### config.mk
export PLATFORM = sky130hd
export DESIGN_NAME = chull_front
export DESIGN_NICKNAME = d
export VERILOG_FILES = /design/src/hw/rtl/chull_pkg.sv /design/src/hw/rtl/chull_front.sv
export SDC_FILE = /design/constraint.sdc
export NUM_CORES = 1
export LEC_CHECK = 0
export ABC_AREA = 1
export BUFFER_PORTS_ARGS = -buffer_cell sky130_fd_sc_hd__buf_2
export CAP_MARGIN = 10
export CORE_AREA = 2 2 86 121
export DETAILED_ROUTE_END_ITERATION = 8
export DIE_AREA = 0 0 88 123
export PLACE_DENSITY = 0.88
export SYNTH_ARGS = -nofsm -noshare
export SYNTH_HDL_FRONTEND = slang
export SYNTH_SLANG_ARGS = --single-unit
### constraint.sdc
create_clock -name clk_i -period 5.2 [get_ports clk_i]
set_input_delay 0.52 -clock clk_i [delete_from_list [all_inputs] [get_ports clk_i]]
set_output_delay 0.52 -clock clk_i [all_outputs]
set_load 0.01 [all_outputs]
### src/hw/rtl/chull_pkg.sv
// Package for the convex hull unit: shared constants, codes and state types.
// Depends on nothing; every other file of the block but chull_ram imports it.
`timescale 1ns / 1ps

package chull_pkg;

  localparam int MAX_POINTS_DEF  = 64;
  localparam int COORD_BITS_DEF  = 16;
  localparam int TOL_BITS        = 20;
  localparam int QUEUE_DEPTH     = 4;
  localparam int CFG_DATA_BITS   = 32;
  localparam int CFG_ADDR_BITS   = 3;

  localparam logic [1:0] STATUS_OK   = 2'd0;
  localparam logic [1:0] STATUS_FEW  = 2'd1;
  localparam logic [1:0] STATUS_DROP = 2'd2;

  localparam logic REG_CROSS_TOL = 1'b0;
  localparam logic REG_DOT_TOL   = 1'b1;

  typedef enum logic {
    CMD_POINT,
    CMD_RUN
  } cmd_e;

  typedef enum logic [1:0] {
    PH_LOWER,
    PH_EXTRA,
    PH_UPPER
  } phase_e;

  typedef enum logic [3:0] {
    B_IDLE,
    B_FEW,
    S_KEY,
    S_KEYW,
    S_RD,
    S_CMP,
    H_PT,
    H_PTW,
    H_CHK,
    H_RPREV,
    H_RMID,
    H_DIFF,
    H_MUL,
    H_DEC,
    H_PUSH,
    E_RD
  } back_state_e;

endpackage

### src/hw/rtl/chull_front.sv
// Front end of the hull unit: accepts points, tags them as plain points or as
// the final point, which starts a run, and holds them in a short queue. Uses chull_pkg.
`timescale 1ns / 1ps

module chull_front
  import chull_pkg::*;
#(
  parameter int COORD_BITS = COORD_BITS_DEF
) (
  input  logic                         clk_i,
  input  logic                         rst_ni,
  input  logic                         point_valid_i,
  output logic                         point_stall_o,
  input  logic signed [COORD_BITS-1:0] point_x_i,
  input  logic signed [COORD_BITS-1:0] point_y_i,
  input  logic                         final_point_i,
  output logic                         q_valid_o,
  input  logic                         q_pop_i,
  output cmd_e                         q_kind_o,
  output logic signed [COORD_BITS-1:0] q_x_o,
  output logic signed [COORD_BITS-1:0] q_y_o
);

  localparam int PW = $clog2(QUEUE_DEPTH);
  localparam int CW = $clog2(QUEUE_DEPTH + 1);

  cmd_e                         kind_q [QUEUE_DEPTH];
  logic signed [COORD_BITS-1:0] x_q    [QUEUE_DEPTH];
  logic signed [COORD_BITS-1:0] y_q    [QUEUE_DEPTH];
  logic [PW-1:0]                wp_q, rp_q;
  logic [CW-1:0]                cnt_q, cnt_d;
  logic                         push, pop;

  assign point_stall_o = (cnt_q == CW'(QUEUE_DEPTH));
  assign push          = point_valid_i && !point_stall_o;
  assign pop           = q_pop_i && q_valid_o;
  assign q_valid_o     = (cnt_q != '0);
  assign q_kind_o      = kind_q[rp_q];
  assign q_x_o         = x_q[rp_q];
  assign q_y_o         = y_q[rp_q];

  always_comb begin
    cnt_d = cnt_q;
    if (push && !pop) begin
      cnt_d = cnt_q + CW'(1);
    end else if (pop && !push) begin
      cnt_d = cnt_q - CW'(1);
    end
  end

  always_ff @(posedge clk_i or negedge rst_ni) begin
    if (!rst_ni) begin
      wp_q  <= '0;
      rp_q  <= '0;
      cnt_q <= '0;
    end else begin
      cnt_q <= cnt_d;
      if (push) begin
        wp_q <= wp_q + PW'(1);
      end
      if (pop) begin
        rp_q <= rp_q + PW'(1);
      end
    end
  end

  always_ff @(posedge clk_i) begin
    if (push) begin
      kind_q[wp_q] <= final_point_i ? CMD_RUN : CMD_POINT;
      x_q[wp_q]    <= point_x_i;
      y_q[wp_q]    <= point_y_i;
    end
  end

endmodule

==> results of run 1 <==
==> cells by family after synthesis <==
family	Yosys count
DFF	139
and+or+nand+nor	128
buffers and inverters	104
AOI/OAI and AO/OA	67
adders and majority gates	6
xor gates and xnor gates	1
==> cell type report <==
cell class | count | area share [%]
sequential | 139 | 62.4
antenna | 1 | 0.0377
inverter | 83 | 4.72
multi-input combinational | 202 | 17.1
clock buffer | 20 | 6.58
tap | 135 | 2.55
timing repair buffer | 74 | 5.74
clock inverter | 12 | 0.868
==> worst max-delay path: cells and delay by family (launching register included) <==
kind	cells	cell delay (ns)
buffers and inverters	3	1.36
AO/OA/AOI/OAI	1	0.13
flip-flops	1	0.41
AND/OR/NAND/NOR	2	0.25
==> final timing paths <==
| path | end | slack [ns] | cells after the start |
|---|---|---|---|
| max reg2reg | y_q[0][1]$_DFFE_PP_ | 2.92 | 4 |
| min reg2reg | cnt_q[2]$_DFFE_PN0P_ | 0.50 | 2 |
| max in group asynchronous | rp_q[1]$_DFFE_PN0P_ | 4.56 | 2 |
| min | x_q[0][14]$_DFFE_PP_ | 0.32 | 1 |
| max | q_y_o[5] | 2.10 | 6 |
| min in group asynchronous | cnt_q[1]$_DFFE_PN0P_ | 0.47 | 2 |
==> layer usage <==
metal	GRT usage, %	vias up	wire length [um]
met5	0	-	0
met4	12.0	0	294
met3	8.41	23	711
met2	36.8	149	5930
met1	21.5	1675	3950
li1	-	1677	-
==> registers in the layout, summed over array words and instances (netlist names) <==
register / cells
cnt_q: 3
y_q: 64
x_q: 64
kind_q: 4
wp_q: 2
rp_q: 2
==> per-stage QoR <==
stage | std cells | instance area, um2 | worst slack, ns | utilization (%) | power, W
2_1_floorplan | 445 | 5700 | 2.65 | - | 0.00245
3_3_place_gp | 632 | 6120 | 2.70 | 62.9 | 0.00277
3_5_place_dp | 632 | 6120 | 2.56 | 62.9 | 0.00284
4_1_cts | 665 | 6630 | 2.11 | 68.1 | 0.00384
5_1_grt | 666 | 6630 | 1.88 | 68.1 | 0.00404
6_report | 666 | 6630 | 2.10 | 68.1 | 0.00382
==> repair_timing <==
| item | 4_1_cts | 5_1_grt |
|---|---|---|
| setup buffers | 0 | 0 |
| hold endpoints to repair | 7 | 0 |
| resized for setup | 0 | 0 |
| hold buffers | 1 | 0 |
==> cell usage in the layout, fill, tap and decap left out <==
| cell | n |
|---|---|
| dfrtp_1 | 7 |
| clkinvlp_4 | 1 |
| inv_1 | 79 |
| o211ai_2 | 4 |
| clkbuf_16 | 17 |
| nand2_1 | 116 |
| nand3_1 | 7 |
| dlygate4sd3_1 | 1 |
| buf_4 | 2 |
| fa_1 | 1 |
| clkinv_2 | 8 |
| nand4_1 | 1 |
| buf_2 | 71 |
| inv_2 | 2 |
| diode_2 | 1 |
| clkinv_1 | 5 |
| xnor2_1 | 1 |
| o211ai_1 | 62 |
| ha_1 | 5 |
| edfxtp_1 | 132 |
| o21ai_0 | 1 |
| clkbuf_1 | 3 |
| nor2_4 | 4 |
==> power by group <==
part	internal, W	leakage (nW)	switching [W]
registers	0.00148	1.29	0.0000730
clock network	0.000593	0.247	0.000405
logic	0.000404	1.21	0.000858
==> results.yml, run 1 <==
run_status:
  status: "completed"
worst_setup_path:
  path_cells: "clkinv_2 > buf_4 > nand2_1 > o211ai_1 > nand2_1 > buf_2"
  cp-end-kind: "primary output"
  timing.rr.start: "cnt_q[1]$_DFFE_PN0P_"
  cp.required_ns: 4.68
  cpPeakStageDelay_ns: 0.70
  crit_start: "rp_q[0]$_DFFE_PN0P_"
  cp_max_fo: 76
  crit_path_start_kind: "flip-flop"
  cpMostUsedCell: "nand2_1"
  critPathSlowestCell: "buf_4"
  worstPathArrival_ns: 2.58
  critPathKind: "flip-flop to primary output"
power_and_ir_drop:
  ir_worst_vdd_uv: 370
  cellLeakagePower_nw: 2.75
  pwr_density_cell_nw_per_um2: 576
timing:
  setup_viol: 0
  rsz0062_at_grt: "no"
  period_share_pct: 59.7
  max-slew-margin-rel_pct: 29.0
  skew_ns: 0.00785
  tightest_slew_ns: 1.06
  fin_crit_ns: 3.10
  tns_ns: 0
  slew_viol_final: 0
  fmax_mhz: 322
  hold_viol_final: 0
  whs_ns: 0.317
floorplan:
  die_w_um: 88
  rows: 43
  die_height_um: 123
  initial_utilization_pct: 58.6
  ios: 72
  core_area_um2: 9740
  die-area_um2: 10800
clock_tree:
  clock_latency_ns: 0.41
  max-clock-path-buffers: 2
  htree_levels: 4
  cts_tree: "done"
  root_buffer: "clkbuf_16"
  clk_pin_slew_ns: 0.05
  cts_made_buffers: 17
  clock-sinks: 139
yosys:
  synth_edf_count: 132
  synthMuxAreaShare_pct: 0
  async_reset_ff_share_pct: 5.04
  ys_types: 18
  synth_top_family_by_area: "compound AO/OA/AOI/OAI gates"
  synth_top_area_share_pct: 69.5
  yosysTopAreaCell: "edfxtp_1"
  synth_flop_cell: "edfxtp_1"
  syn-num-nets: 488
  syn_inst: 445
  synth_xor_area_share_pct: 0.154
  ys_top_cells_by_count: "edfxtp_1 (132), nand2_1 (116), inv_1 (79)"
  syn_area_per_cell_um2: 12.8
  synthAdderAreaFrac_pct: 1.45
  synth_compound_area_share_pct: 9.12
  synth_area_um2: 5700
  synth-seq-cells: 139
  seq_area_frac_synth_pct: 72.6
  yosys.cell_count.top_type: "edfxtp_1"
  ys_warn_count: 0
  synth.area.top_cells: "edfxtp_1 (69%), o211ai_1 (8.2%), nand2_1 (7.6%)"
  synthSimpleGateAreaFrac_pct: 8.62
global_route:
  antenna_found_initial: 1
  grt_first_pass_wirelength_mm: 16.5
  globalRoute.totalOverflow: 0
  grt_max_degree: 77
  grt_pass1_vias: 3593
  grt_use_total_pct: 21.3
drt:
  drc: 0
  postRouteAntennaNets: 0
  via_count: 3524
  drtPass1Iterations: 5
  vias_per_cell: 5.29
  totalWireLength_mm: 10.9
  wl_per_cell_um: 16.4
  dr.first_iter.drc_count: 281
worst_hold_path:
  hp-start: "point_x_i[14]"
  hold_path.class: "input pin to flip-flop"
final_layout:
  final_layout_size_suffix_gt1_share_pct: 20.6
  area_growth_pct: 16.3
  regArea_um2: 4140
  multi_input_area_um2: 1130
  n_fill_cell: 621
  layout.nets: 560
placement:
  gp_congestion: 0.710
  io_buffers: 71
  dp_hpwl_mm: 6.45
flow_run:
  drv_cap: 0
Note: power is estimated with default switching activity, not from simulation.
==> run 2: changes to the inputs <==
Settings changed: CORE_AREA 2 2 86 121 to 2 2 88 124, DIE_AREA 0 0 88 123 to 0 0 90 126, PLACE_DENSITY 0.88 to 0.85.
Clock period 5.2 ns to 3.24 ns, I/O delays scaled along.
==> results.yml, run 2 (synthesized netlist as in run 1, its figures left out) <==
worst_setup_path:
  cp-end-kind: "primary output"
  reg2reg_depth: 5
  worstPathArrival_ns: 2.21
  timing.critical_path.to: "q_x_o[15]"
  critPathKind: "flip-flop to primary output"
  cp_max_fo: 61
  timing.rr.start: "cnt_q[0]$_DFFE_PN0P_"
  regToRegEndpoint: "x_q[0][9]$_DFFE_PP_"
  r2r_setup_slack_ns: 1.00
  crit_path_start_kind: "flip-flop"
  cp.required_ns: 2.92
  crit_start: "rp_q[0]$_DFFE_PN0P_"
run_status:
  status: "completed"
timing:
  tightest_slew_ns: 1.05
  fin_crit_ns: 2.54
  hold_viol_final: 0
  rsz0062_at_grt: "no"
  setup_viol: 0
  tns_ns: 0
  skew_ns: 0.00498
  period_share_pct: 78.3
  whs_ns: 0.121
  max-slew-margin-rel_pct: 30.0
  slew_viol_final: 0
  fmax_mhz: 394
clock_tree:
  clk_pin_slew_ns: 0.05
  cts_hold_buf: 1
  cts_made_buffers: 17
  cts_tree: "done"
  clock_latency_ns: 0.42
  postCtsSetupRepairBufs: 0
  post_cts_resized: 0
  max-clock-path-buffers: 2
  clock-sinks: 139
  htree_levels: 4
  root_buffer: "clkbuf_16"
floorplan:
  core_area_um2: 10200
  initial_utilization_pct: 55.7
  die-area_um2: 11300
  rows: 44
  ios: 72
  die_height_um: 126
  die_w_um: 90
final_layout:
  layout_common_cells: "edfxtp_1 (132), nand2_1 (116), inv_1 (79)"
  final_common_cell: "edfxtp_1"
  final_layout_size_suffix_gt1_share_pct: 22.4
  layout.nets: 566
  area_growth_pct: 19.1
  top_regs: "x_q (64), y_q (64), kind_q (4)"
drt:
  postRouteAntennaNets: 0
  via_count: 3579
  drc: 0
  totalWireLength_mm: 10.8
  wl_per_cell_um: 16.1
  dr.first_iter.drc_count: 207
  drtPass1Iterations: 4
  vias_per_cell: 5.30
placement:
  gp_congestion: 0.770
  dp_hpwl_mm: 6.60
  io_buffers: 71
global_route:
  grt_pass1_vias: 3671
  globalRoute.totalOverflow: 0
  grt_first_pass_wirelength_mm: 17.0
  grt_use_total_pct: 20.0
  antenna_found_initial: 1
  grt_max_degree: 62
power_and_ir_drop:
  pwr_density_cell_nw_per_um2: 960
  ir_worst_vdd_uv: 724
  cellLeakagePower_nw: 2.83
flow_run:
  drv_cap: 0
worst_hold_path:
  hold_path.class: "input pin to flip-flop"
## run 2: critical path: stages (launching register included)
cell	delay (ns)
dfrtp_1	0.41
inv_4	0.42
buf_4	0.41
nand2_1	0.11
o211ai_1	0.12
nand2_1	0.13
buf_2	0.16
## run 2: area by class of cell
type | count | area (um2)
Antenna cell | 1 | 2.50
Clock buffer | 17 | 425
Clock inverter | 15 | 180
Fill cell | 710 | 3450
Inverter | 83 | 314
Multi-Input combinational cell | 202 | 1130
Sequential cell | 139 | 4140
Tap cell | 138 | 173
Timing Repair Buffer | 80 | 425
## run 2: power breakdown
part / total [W] / internal [W] / switching [W] / leakage, nW
logic: 0.00206 / 0.000681 / 0.00138 / 1.24
registers: 0.00249 / 0.00238 / 0.000117 / 1.29
clock network: 0.00196 / 0.00127 / 0.000694 / 0.293
total: 0.00652 / 0.00433 / 0.00219 / 2.83
## run 2: metal layers
metal | track usage [%] | share of wire [%]
met2 | 34.9 | 54
met3 | 6.58 | 5.7
met4 | 13.2 | 3.7
met1 | 20.5 | 37
met5 | 0 | 0
## run 2: stage by stage
stage / instance area (um2) / worst slack (ns) / cells / power [W] / util, %
2_1_floorplan: 5700 / 0.687 / 445 / 0.00393 / -
3_3_place_gp: 6170 / 1.09 / 641 / 0.00447 / 60.3
3_5_place_dp: 6170 / 0.989 / 641 / 0.00457 / 60.3
4_1_cts: 6790 / 0.721 / 674 / 0.00655 / 66.3
5_1_grt: 6790 / 0.558 / 674 / 0.00685 / 66.3
6_report: 6790 / 0.702 / 675 / 0.00652 / 66.3
## run 2: worst min-delay path by stage
| stage | end | slack [ns] | depth (start not counted) | start |
|---|---|---|---|---|
| 2_1_floorplan | cnt_q[0]$_DFFE_PN0P_ | 0.03 | 0 | rst_ni |
| 3_3_place_gp | cnt_q[2]$_DFFE_PN0P_ | 0.16 | 1 | rst_ni |
| 3_5_place_dp | cnt_q[2]$_DFFE_PN0P_ | 0.17 | 1 | rst_ni |
| 4_1_cts | x_q[3][15]$_DFFE_PP_ | 0.11 | 1 | point_x_i[15] |
| 5_1_grt | x_q[1][4]$_DFFE_PP_ | 0.12 | 1 | point_x_i[4] |
| 6_report | x_q[2][6]$_DFFE_PP_ | 0.12 | 1 | point_x_i[6] |
==> run 3: changes to the inputs <==
Clock period 3.24 ns to 2.5 ns, I/O delays scaled along.
==> results.yml, run 3 (synthesized netlist as in run 1, its figures left out) <==
run_status:
  status: "completed"
worst_setup_path:
  cp.required_ns: 2.25
  cpPeakStageDelay_ns: 0.47
  critPathSlowestCell: "inv_4"
  critPathKind: "flip-flop to primary output"
  crit_path_start_kind: "flip-flop"
  cpMostUsedCell: "nand2_1"
  path_cells: "inv_4 > buf_4 > nand2_1 > o211ai_1 > nand2_1 > buf_2"
  cp_max_fo: 61
  cp-end-kind: "primary output"
  worstPathArrival_ns: 2.03
clock_tree:
  root_buffer: "clkbuf_16"
  cts_tree: "done"
  max-clock-path-buffers: 2
  clock_latency_ns: 0.41
  clock-sinks: 139
  cts_made_buffers: 17
  clk_pin_slew_ns: 0.06
  postCtsSetupRepairBufs: 0
  htree_levels: 4
global_route:
  grt_pass1_vias: 3781
  globalRoute.totalOverflow: 0
  grt_use_total_pct: 20.6
  antenna_found_initial: 1
  grt_first_pass_wirelength_mm: 17.7
  grt_max_degree: 62
timing:
  setup_viol: 0
  slew_viol_final: 0
  fmax_mhz: 439
  skew_ns: 0.00892
  tightest_slew_ns: 0.728
  whs_ns: 0.0539
  max-slew-margin-rel_pct: 51.4
  fin_crit_ns: 2.28
  fin_ws_ns: 0.222
  period_share_pct: 91.1
  rsz0062_at_grt: "no"
  hold_viol_final: 0
floorplan:
  die_height_um: 126
  initial_utilization_pct: 55.7
  die-area_um2: 11300
  die_w_um: 90
  ios: 72
  core_area_um2: 10200
  rows: 44
final_layout:
  area_growth_pct: 18.8
  final_layout_size_suffix_gt1_share_pct: 22.1
  top_regs: "x_q (64), y_q (64), kind_q (4)"
  finish.utilization_pct: 66.2
  layout_common_cells: "edfxtp_1 (132), nand2_1 (116), inv_1 (79)"
  layout.nets: 568
  final_common_cell: "edfxtp_1"
  final_cells: 677
placement:
  place_inst: 643
  io_buffers: 71
  dp_hpwl_mm: 6.57
  gp_congestion: 0.754
  place_ws_ns: 0.618
drt:
  via_count: 3572
  drc: 0
  drtPass1Iterations: 6
  postRouteAntennaNets: 0
  totalWireLength_mm: 11.2
  dr.first_iter.drc_count: 208
  wl_per_cell_um: 16.5
  vias_per_cell: 5.28
worst_hold_path:
  hold_path.class: "input pin to flip-flop"
power_and_ir_drop:
  pwr_density_cell_nw_per_um2: 1220
  cellLeakagePower_nw: 2.81
  ir_worst_vdd_uv: 795
flow_run:
  drv_cap: 0
==> run 3: changes by cell type in the layout (fill, tap and decap cells not counted), sizes merged <==
cell / delta
bufinv: -3
buf: +2
clkbuf: +2
clkinvlp: +1
==> run 3: worst paths after layout <==
kind | end | from | slack [ns] | cells past startpoint
setup / recovery | q_y_o[2] | rp_q[0]$_DFFE_PN0P_ | 0.22 | 6
setup reg to reg | cnt_q[1]$_DFFE_PN0P_ | cnt_q[0]$_DFFE_PN0P_ | 0.58 | 9
min in group asynchronous | cnt_q[0]$_DFFE_PN0P_ | rst_ni | 0.20 | 2
max in group asynchronous | wp_q[1]$_DFFE_PN0P_ | rst_ni | 2.14 | 2
hold / removal | y_q[0][15]$_DFFE_PP_ | point_y_i[15] | 0.05 | 1
hold reg to reg | cnt_q[2]$_DFFE_PN0P_ | cnt_q[2]$_DFFE_PN0P_ | 0.53 | 2
==> run 3: per-stage QoR <==
step           total power (W)  setup TNS (ns)  area (um2)
6_report               0.00824               0        6780
5_1_grt                0.00870               0        6770
4_1_cts                0.00829               0        6770
3_5_place_dp           0.00602               0        6230
3_3_place_gp           0.00588               0        6230
2_1_floorplan          0.00510           -7.02        5700
==> run 3: area by class of cell <==
type | count | area [um2]
clock buffers | 19 | 433
inverters | 83 | 314
diodes | 1 | 2.50
flip-flops and latches | 139 | 4140
fillers | 723 | 3460
multi-input cells | 202 | 1130
clock inverters | 13 | 104
repair buffers | 82 | 478
well taps | 138 | 173
==> run 3: critical path: cells and delay by family (launching register included) <==
family                 cells  cell delay, ns
flip-flops                 1            0.43
AO/OA/AOI/OAI              1            0.10
AND/OR/NAND/NOR            2            0.17
buffers and inverters      3            0.90
==> run 3: layer usage <==
metal,vias up,share of wire [%],global-route usage (%),wire length [um]
met1,1737,36,21.2,4060
met2,114,55,37.9,6210
met3,28,5.1,5.98,576
met5,-,0,0,0
li1,1693,-,-,-
met4,0,3.0,10.5,339
==> run 3: repair_timing <==
item	in CTS	in global routing
gates resized for setup	0	0
hold buffers	1	0
hold endpoints to repair	7	0
==> run 3: where the power goes <==
part / internal (W) / switching [W] / leakage (nW)
Combinational: 0.000948 / 0.00182 / 1.26
Sequential: 0.00308 / 0.000159 / 1.29
Clock: 0.00135 / 0.000891 / 0.251
